$ cat config.mk
export PLATFORM = sky130hd
export DESIGN_NAME = skc_merge_flat
export DESIGN_NICKNAME = d
export VERILOG_FILES = /design/src/rtl/core/skc_out_if.sv /design/src/rtl/core/skc_merge.sv /design/src/flat_wrapper.sv
export SDC_FILE = /design/constraint.sdc
export NUM_CORES = 1
export LEC_CHECK = 0
export BUFFER_PORTS_ARGS = -buffer_cell sky130_fd_sc_hd__buf_4
export CAP_MARGIN = 15
export CORE_MARGIN = 8
export CORE_UTILIZATION = 55
export CTS_CLUSTER_SIZE = 10
export DETAILED_ROUTE_END_ITERATION = 10
export MAX_ROUTING_LAYER = met4
export PLACE_DENSITY = 0.8
export SKIP_LAST_GASP = 1
export SLEW_MARGIN = 20
export SYNTH_ARGS = -nofsm -noshare
export SYNTH_HDL_FRONTEND = slang
export SYNTH_SLANG_ARGS = --single-unit
$ cat constraint.sdc
create_clock -name i_clk -period 5.8 [get_ports i_clk]
set_clock_uncertainty 0.1 [all_clocks]
set_input_delay 1.16 -clock i_clk [delete_from_list [all_inputs] [get_ports i_clk]]
set_output_delay 1.16 -clock i_clk [all_outputs]
set_load 0.05 [all_outputs]
$ cat src/rtl/core/skc_out_if.sv
// ----------------------------------------------------------------------------
// skc_out_if: output sample channel
// One clipped stereo pair per transfer.
// ----------------------------------------------------------------------------
`default_nettype none

interface skc_out_if #(
    parameter int SAMPLE_BITS = 24
) ();
    logic                          valid;
    logic                          ready;
    logic signed [SAMPLE_BITS-1:0] left_out;
    logic signed [SAMPLE_BITS-1:0] right_out;

    modport source (output valid, output left_out, output right_out, input ready);
    modport sink   (input valid, input left_out, input right_out, output ready);
endinterface

`default_nettype wire

$ cat src/rtl/core/skc_merge.sv
// ----------------------------------------------------------------------------
// skc_merge: joins the two lane results into one output transfer
// An output register and one skid entry decouple the lanes from the receiver;
// the lanes advance as long as the skid entry is free.
// ----------------------------------------------------------------------------
`default_nettype none

module skc_merge #(
    parameter int SAMPLE_BITS = 24
) (
    input  logic                          i_clk,
    input  logic                          i_rst_n,
    input  logic                          i_valid,
    input  logic signed [SAMPLE_BITS-1:0] i_left,
    input  logic signed [SAMPLE_BITS-1:0] i_right,
    output logic                          o_en,
    skc_out_if.source                     o_smp
);

    logic                          r_ov;
    logic                          r_sv;
    logic signed [SAMPLE_BITS-1:0] r_o_left;
    logic signed [SAMPLE_BITS-1:0] r_o_right;
    logic signed [SAMPLE_BITS-1:0] r_s_left;
    logic signed [SAMPLE_BITS-1:0] r_s_right;
    logic                          n_ov;
    logic                          n_sv;
    logic signed [SAMPLE_BITS-1:0] n_o_left;
    logic signed [SAMPLE_BITS-1:0] n_o_right;
    logic signed [SAMPLE_BITS-1:0] n_s_left;
    logic signed [SAMPLE_BITS-1:0] n_s_right;
    logic                          w_take;
    logic                          w_cap;

    assign w_take = r_ov && o_smp.ready;
    // The lanes only move when the skid entry is empty, so every arriving pair is captured.
    assign w_cap  = !r_sv && i_valid;

    always_comb begin
        n_ov      = r_ov;
        n_sv      = r_sv;
        n_o_left  = r_o_left;
        n_o_right = r_o_right;
        n_s_left  = r_s_left;
        n_s_right = r_s_right;
        if (r_sv) begin
            if (w_take) begin
                n_o_left  = r_s_left;
                n_o_right = r_s_right;
                n_sv      = 1'b0;
            end
        end else if (w_cap) begin
            if (!r_ov || w_take) begin
                n_o_left  = i_left;
                n_o_right = i_right;
                n_ov      = 1'b1;
            end else begin
                n_s_left  = i_left;
                n_s_right = i_right;
                n_sv      = 1'b1;
            end
        end else if (w_take) begin
            n_ov = 1'b0;
        end
    end

    always_ff @(posedge i_clk) begin
        if (!i_rst_n) begin
            r_ov <= 1'b0;
            r_sv <= 1'b0;
        end else begin
            r_ov <= n_ov;
            r_sv <= n_sv;
        end
    end

    always_ff @(posedge i_clk) begin
        r_o_left  <= n_o_left;
        r_o_right <= n_o_right;
        r_s_left  <= n_s_left;
        r_s_right <= n_s_right;
    end

    assign o_en            = !r_sv;
    assign o_smp.valid     = r_ov;
    assign o_smp.left_out  = r_o_left;
    assign o_smp.right_out = r_o_right;

endmodule

`default_nettype wire

$ cat src/flat_wrapper.sv
// flat-port wrapper written by rule: the top's interface ports become plain ports
module skc_merge_flat 
#(
    parameter int SAMPLE_BITS = 24
)
  (i_clk, i_rst_n, i_valid, i_left, i_right, o_en, o_smp_valid, o_smp_left_out, o_smp_right_out, o_smp_ready);
  skc_out_if #(.SAMPLE_BITS(SAMPLE_BITS)) o_smp_i ();
  input  logic i_clk;
  input  logic i_rst_n;
  input  logic i_valid;
  input  logic signed [SAMPLE_BITS-1:0] i_left;
  input  logic signed [SAMPLE_BITS-1:0] i_right;
  output logic o_en;
  output wire logic [$bits(o_smp_i.valid)-1:0] o_smp_valid;
  output wire logic [$bits(o_smp_i.left_out)-1:0] o_smp_left_out;
  output wire logic [$bits(o_smp_i.right_out)-1:0] o_smp_right_out;
  input wire logic [$bits(o_smp_i.ready)-1:0] o_smp_ready;
  assign o_smp_valid = o_smp_i.valid;
  assign o_smp_left_out = o_smp_i.left_out;
  assign o_smp_right_out = o_smp_i.right_out;
  assign o_smp_i.ready = o_smp_ready;
  skc_merge #(.SAMPLE_BITS(SAMPLE_BITS)) u_core (.i_clk(i_clk), .i_rst_n(i_rst_n), .i_valid(i_valid), .i_left(i_left), .i_right(i_right), .o_en(o_en), .o_smp(o_smp_i));
endmodule
* Word level (Yosys, flattened, before mapping)
Cells that the tools add are included.
** Storage, ports and cells
- Bits in registers :: 98
- Output and inout port bits :: 50
** Cells by class
- Eq/ne operators :: 2
- Muxes and demuxes :: 15
- Bitwise gates (word level) :: 2
- Reductions and logical operators :: 11
** Operators by type and width (count)
- two-way mux 24 bit :: 8
- AND reduction 3 bit :: 3
- two-way mux 1 bit :: 7
- nonzero test 2 bit :: 3
- != test 2 bit (second input constant) :: 2
- logical AND 1 bit :: 2
- zero test 1 bit :: 2
- NOT 1 bit :: 2
- logical OR 1 bit :: 1

* Longest topological paths before layout
Gate-level depths: netlist of run 1.
- Depth in word-level cells :: 5
- Mapped depth :: 4
- Depth with buffers taken out :: 2

* Least setup slack after synthesis of run 1
Ideal clock, no wire load.
- Kind :: input to register
- Start point :: in i_valid
- End point :: reg u_core.r_o_left[0] (netlist: u_core.o_smp.left_out[0]), enable pin
- Arrival :: 3595 ps
- Setup slack :: 1635 ps
- Cell stages on the path :: 2
- Buffers on the path :: 0
- Path through :: mux2i_1 > a21oi_1
** On the way
- Word-level cells in the longest chain between the ends :: 3
** Ends and longest elaborated chain
- start, declared :: line flat_wrapper.sv:10 : input logic i_valid;
- logical AND 1 bit :: line skc_merge.sv:37 : assign w_cap = !r_sv && i_valid;
- nonzero test 2 bit (no source line)
- AND reduction 3 bit (no source line)
- end signal, assigned :: line skc_merge.sv:78 : r_o_left <= n_o_left;
- end, declared :: line skc_merge.sv:22 : logic signed [SAMPLE_BITS-1:0] r_o_left;
No other way between the ends.
A chain may end at the register's enable or synchronous reset.

* Worst setup path in the final report of run 1
- Start point :: reg u_core.r_sv
- End point :: out o_en
** On the way
- Word-level cells in the longest chain between the ends :: 1
** Ends and longest elaborated chain
- start, declared :: line skc_merge.sv:21 : logic r_sv;
- start signal, assigned :: line skc_merge.sv:73 : r_sv <= n_sv;
- zero test 1 bit :: line skc_merge.sv:84 : assign o_en = !r_sv;
- end, declared :: line flat_wrapper.sv:13 : output logic o_en;
No other way between the ends.

==> results of run 1 <==
## power by group
part,leakage (nW),internal (mW),switching [mW]
Clock,0.0925,0.164,0.239
Sequential,0.916,0.828,0.0240
Combinational,0.852,0.103,0.155
## sequential cells by signal, summed over array words and instances, names as in the netlist
signal,cells
u_core.r_s_left,24
u_core.o_smp.left_out,24
u_core.o_smp.valid,1
u_core.r_s_right,24
u_core.o_smp.right_out,24
u_core.r_sv,1
## metrics by stage
stage / cell area, um^2 / hold slack [ns] / power, mW / cells
global placement: 4590 / 0.430 / 1.12 / 340
CTS: 4770 / 0.445 / 1.52 / 356
global route: 4770 / 0.445 / 1.57 / 356
finish: 4770 / 0.440 / 1.51 / 356
detailed placement: 4590 / 0.434 / 1.13 / 340
floorplan: 3820 / 0.423 / 1.05 / 164
## synthesized netlist by cell type (all sizes together)
master and n:
edfxtp 96, mux2 48, nor2b 1, mux2i 1, buf 6, a21oi 2
nand2 1, nand3b 1, inv 3, o21ai 1, a211oi 1, dfxtp 2
and4 1
## critical path, stage by stage (launching register included)
cell and delay (ns):
dfxtp_4 0.98, inv_1 0.15, buf_4 0.24
## routing by layer
metal,global-route usage,vias up,wire length [um]
li1,-,858,-
met1,0.150,867,2590
met2,0.237,60,3520
met3,0.0328,10,298
met4,0.0629,0,104
met5,-,-,0
## cell type report
class / count / share of cell area
clock buffers: 9 / 0.0260
repair buffers: 102 / 0.160
well taps: 80 / 0.0210
clock inverters: 7 / 0.0123
flip-flops and latches: 98 / 0.613
multi-input cells: 57 / 0.165
inverters: 3 / 0.00236
## kinds of logic (layout without fill, tap and decap cells)
logic type             count (synthesis)  after routing  share of synthesized area
AOI/OAI and AO/OA                      4              4                    0.00590
buffers and inverters                  9            121                     0.0321
muxes                                 49             49                      0.189
and+or+nand+nor                        4              4                    0.00688
DFF                                   98             98                      0.766
## worst min path at each step
stage	from	to	slack (ns)
floorplan	u_core.r_s_right[17]$_DFFE_PP_	u_core.o_smp.right_out[17]$_DFFE_PP_	0.42
global route	u_core.r_s_right[1]$_DFFE_PP_	u_core.o_smp.right_out[1]$_DFFE_PP_	0.44
finish	u_core.r_s_right[1]$_DFFE_PP_	u_core.o_smp.right_out[1]$_DFFE_PP_	0.44
global placement	u_core.r_s_left[5]$_DFFE_PP_	u_core.o_smp.left_out[5]$_DFFE_PP_	0.43
detailed placement	u_core.r_s_left[17]$_DFFE_PP_	u_core.o_smp.left_out[17]$_DFFE_PP_	0.43
CTS	u_core.r_s_right[1]$_DFFE_PP_	u_core.o_smp.right_out[1]$_DFFE_PP_	0.44
==> results.json, run 1 <==
{
  "outcome": "completed",
  "die-area_um2": 9860,
  "first_pass_iters": 4,
  "num-fill-cells": 431,
  "vias_per_cell": 5.04,
  "fin_util": 0.706,
  "vias": 1795,
  "end_kind": "output port",
  "cp.required_ns": 4.54,
  "cts_setup_buffers": 0,
  "cts_resized": 0,
  "ioPinCount": 102,
  "hold_class": "reg -> reg",
  "tritoncts": "yes",
  "layout_commonest_cell": "buf_4",
  "ir_worst_vdd_mv": 0.166,
  "cts.clk_slew.worst_paths_ns": 0.10,
  "nets": 323,
  "h-tree-depth": 3,
  "worstPathArrival_ns": 1.73,
  "syn_area_um2": 3820,
  "yosysWarnings": 0,
  "slew_violations": 0,
  "grt_setup_unrepaired": "no",
  "die_w_um": 99.3,
  "cts_max_path_buffers": 2,
  "layout_common_cells": "102 x buf_4, 96 x edfxtp_1, 46 x mux2_4",
  "core_um2": 6760,
  "multiInputGateArea_um2": 786,
  "grtUsageTotal": 0.138,
  "cts_buffers": 9,
  "totalNegativeSetupSlack_ns": 0,
  "synthToLayoutAreaGrowth_pct": 25.0,
  "startpoint": "u_core.r_sv$_SDFF_PN0_",
  "hold_depth": 1,
  "p_leak_nw": 1.86,
  "max_slew.worst_pin.slew_ns": 0.919,
  "final_antenna_net_count": 0,
  "syn_avg_cell_area_um2": 23.3,
  "hold_violations": 0,
  "gp_congestion": 0.748,
  "insertion_delay_ns": 0.35,
  "clkSinkCount": 98,
  "grt_pass1_vias": 1909,
  "drive_above_1_share": 0.612,
  "postCtsHoldBufs": 0,
  "grt_pass1_wl_um": 10100,
  "antenna_found_initial": 0,
  "synth_area_leader_cell": "edfxtp_1",
  "synth_top_area_share": 0.755,
  "syn_nets": 216,
  "antenna_cells": 0,
  "die_h_um": 99.3,
  "dp_slack_ns": 2.90,
  "period_share": 0.516,
  "crit_path_start_kind": "flop",
  "fmax_mhz": 334,
  "max_cap_viol_count": 0,
  "setup_viol": 0,
  "worstSetupPathType": "reg -> out",
  "synth_seq_cells": 98,
  "ctsRootBufferMaster": "clkbuf_8",
  "start_util": 0.565,
  "rows": 30,
  "cp-endpoint": "o_en",
  "synth.yosys.seq_area_share": 0.766,
  "overflow": 0,
  "drc_errors": 0,
  "synth_area_leaders": "edfxtp_1 76%, mux2_4 18%, buf_12 2.6%",
  "regArea_um2": 2930,
  "reg2regPathDepth": 3,
  "r2r_start": "u_core.r_sv$_SDFF_PN0_",
  "synth_cell_types": 15,
  "routed_wl_um": 6520,
  "grt_max_degree": 54,
  "io_buffers": 101,
  "wl_per_cell_um": 18.3,
  "hpwlAfterDp_um": 4720,
  "fin_ws_ns": 2.81,
  "finalCriticalPeriod_ns": 2.99,
  "max_slew_margin": 0.388,
  "drt_iter0_markers": 45,
  "cp_max_fo": 53,
  "reg2reg_slack_ns": 3.43,
  "syn_inst": 164,
  "r2r_end": "u_core.o_smp.left_out[2]$_DFFE_PP_",
  "power-per-cell-area_nw_per_um2": 317
}
Power figures use the tool's default switching activity.
==> inputs of run 2 (changes only) <==
--- a/config.mk
+++ b/config.mk
@@ -8,11 +8,11 @@
 export BUFFER_PORTS_ARGS = -buffer_cell sky130_fd_sc_hd__buf_4
 export CAP_MARGIN = 15
 export CORE_MARGIN = 8
-export CORE_UTILIZATION = 55
+export CORE_UTILIZATION = 52
 export CTS_CLUSTER_SIZE = 10
 export DETAILED_ROUTE_END_ITERATION = 10
 export MAX_ROUTING_LAYER = met4
-export PLACE_DENSITY = 0.8
+export PLACE_DENSITY = 0.76
 export SKIP_LAST_GASP = 1
 export SLEW_MARGIN = 20
 export SYNTH_ARGS = -nofsm -noshare
==> constraint.sdc (replaced) <==
create_clock -name i_clk -period 3.05 [get_ports i_clk]
set_clock_uncertainty 0.1 [all_clocks]
set_input_delay 0.61 -clock i_clk [delete_from_list [all_inputs] [get_ports i_clk]]
set_output_delay 0.61 -clock i_clk [all_outputs]
set_load 0.05 [all_outputs]
==> run 2 against run 1 <==
Total power up 100%. Routed wire length up 3.2%. Critical path depth is the same. Hold slack got worse by 0.094 ns. Core utilization is 2.6 points lower. Global-route usage is 0.061 points lower. Clock power grew 140%. Sequential cell count unchanged. Via count rose by 0.61%. First-iteration DRC count is 27% higher. Largest power group unchanged.
==> results.json, run 2 (synthesis results as in run 1) <==
{
  "outcome": "completed",
  "hpwlAfterDp_um": 4770,
  "end_kind": "output port",
  "io_buffers": 101,
  "crit_path_start_kind": "flop",
  "cp.depth": 2,
  "final_antenna_net_count": 0,
  "h-tree-depth": 3,
  "cp_max_fo": 32,
  "grt_pass1_wl_um": 10400,
  "first_pass_iters": 4,
  "overflow": 0,
  "p_total_mw": 3.07,
  "internal_power_mw": 2.32,
  "antenna_found_initial": 0,
  "crit_path_top_delay_cell": "dfxtp_4",
  "gp_congestion": 0.725,
  "start_util": 0.532,
  "ir_worst_vdd_mv": 0.316,
  "drt_iter0_markers": 57,
  "cts_resized": 0,
  "vias": 1806,
  "r2r_end": "u_core.o_smp.left_out[4]$_DFFE_PP_",
  "stdcell_area_um2": 4880,
  "cp_slowest_stage_delay_ns": 0.70,
  "ioPinCount": 102,
  "max_cap_viol_count": 0,
  "power_switching_uw": 755,
  "place_area_um2": 4650,
  "p_leak_nw": 1.90,
  "antenna_cells": 0,
  "reg2reg_slack_ns": 1.15,
  "vias_per_cell": 4.78,
  "grtUsageTotal": 0.138,
  "dp_slack_ns": 0.952,
  "seq_power_share": 0.525,
  "path_buf_inv": 2,
  "path_cells": "inv_1 -> buf_4",
  "finalCriticalPeriod_ns": 2.09,
  "clkPwrFrac": 0.311,
  "final_cells": 378,
  "die_w_um": 102,
  "swShare": 0.246,
  "cts_setup_buffers": 0,
  "reg2regPathDepth": 2,
  "nets": 326,
  "wl_per_cell_um": 17.8,
  "worstSetupPathType": "reg -> out",
  "setup_viol": 0,
  "startpoint": "u_core.r_sv$_SDFF_PN0_",
  "insertion_delay_ns": 0.34,
  "critPathTopFamily": "flip-flops",
  "worstPathArrival_ns": 1.38,
  "postCtsHoldBufs": 0,
  "die_h_um": 102,
  "layout_common_cells": "104 x buf_4, 96 x edfxtp_1, 46 x mux2_4",
  "grt_pass1_vias": 2019,
  "cts_buffers": 9,
  "grt_max_degree": 33,
  "drive_above_1_share": 0.609,
  "core_um2": 7180,
  "fin_util": 0.680,
  "totalNegativeSetupSlack_ns": 0,
  "hold_violations": 0,
  "fin_ws_ns": 0.956,
  "fmax_mhz": 478,
  "max_slew.worst_pin.slew_ns": 0.543,
  "period_share": 0.687,
  "slew_violations": 0,
  "layout_commonest_cell": "buf_4",
  "placed_cells": 362,
  "rows": 31,
  "cp-endpoint": "o_en",
  "ctsRootBufferMaster": "clkbuf_8",
  "r2r_start": "u_core.r_sv$_SDFF_PN0_",
  "drc_errors": 0,
  "synthToLayoutAreaGrowth_pct": 27.9,
  "tritoncts": "yes",
  "power_frac_comb": 0.164,
  "die-area_um2": 10300,
  "max_slew_margin": 0.638,
  "grt_setup_unrepaired": "no",
  "cts_max_path_buffers": 2,
  "routed_wl_um": 6720,
  "cp.required_ns": 2.34,
  "whs_ns": 0.346,
  "hold_class": "in -> reg",
  "power-per-cell-area_nw_per_um2": 630,
  "clkSinkCount": 98,
  "cts.clk_slew.worst_paths_ns": 0.09
}
[run 2: cell count changes in the layout (fill, tap and decap cells not counted)]
cell	before	now
bufinv_16	0	3
inv_6	3	0
buf_4	102	104
clkbuf_1	0	2
and4_2	0	1
and4_4	1	0
buf_12	0	1
clkinv_4	1	0
inv_8	1	0
[run 2: worst register-to-register path: cells and delay by family, from the launching register on]
kind | cells | cell delay [ns]
flops | 1 | 0.70
buf+inv | 1 | 0.50
mux | 1 | 0.35
[run 2: power groups by stage]
stage,combinational (mW),clock (mW),sequential (mW)
after floorplan,0.154,0,1.83
after global placement,0.503,0,1.64
after detailed placement,0.510,0,1.64
after CTS,0.511,0.985,1.61
after global routing,0.527,1.03,1.62
final,0.504,0.956,1.61
[run 2: layout make-up]
| type | instances | area (um^2) |
|---|---|---|
| flip-flops and latches | 98 | 2930 |
| clock buffers | 11 | 131 |
| fillers | 493 | 2290 |
| repair buffers | 105 | 801 |
| multi-input cells | 57 | 785 |
| inverters | 3 | 11.3 |
| well taps | 99 | 124 |
| clock inverters | 5 | 103 |
[run 2: layer usage]
| metal | share of wire | up-vias | GRT usage |
|---|---|---|---|
| li1 | - | 861 | - |
| met1 | 0.43 | 880 | 0.163 |
| met2 | 0.50 | 59 | 0.217 |
| met3 | 0.065 | 6 | 0.0467 |
| met4 | 0.0089 | 0 | 0.0412 |
| met5 | 0 | - | - |
[run 2: worst min-delay path by stage]
stage / slack, ns / from / cells past startpoint / end
6_report: 0.35 / i_left[17] / 1 / u_core.r_s_left[17]$_DFFE_PP_
5_1_grt: 0.32 / i_right[23] / 1 / u_core.r_s_right[23]$_DFFE_PP_
4_1_cts: 0.33 / i_right[22] / 1 / u_core.r_s_right[22]$_DFFE_PP_
3_5_place_dp: 0.43 / u_core.r_s_left[17]$_DFFE_PP_ / 1 / u_core.o_smp.left_out[17]$_DFFE_PP_
3_3_place_gp: 0.43 / u_core.r_s_left[10]$_DFFE_PP_ / 1 / u_core.o_smp.left_out[10]$_DFFE_PP_
2_1_floorplan: 0.42 / u_core.r_s_right[17]$_DFFE_PP_ / 1 / u_core.o_smp.right_out[17]$_DFFE_PP_
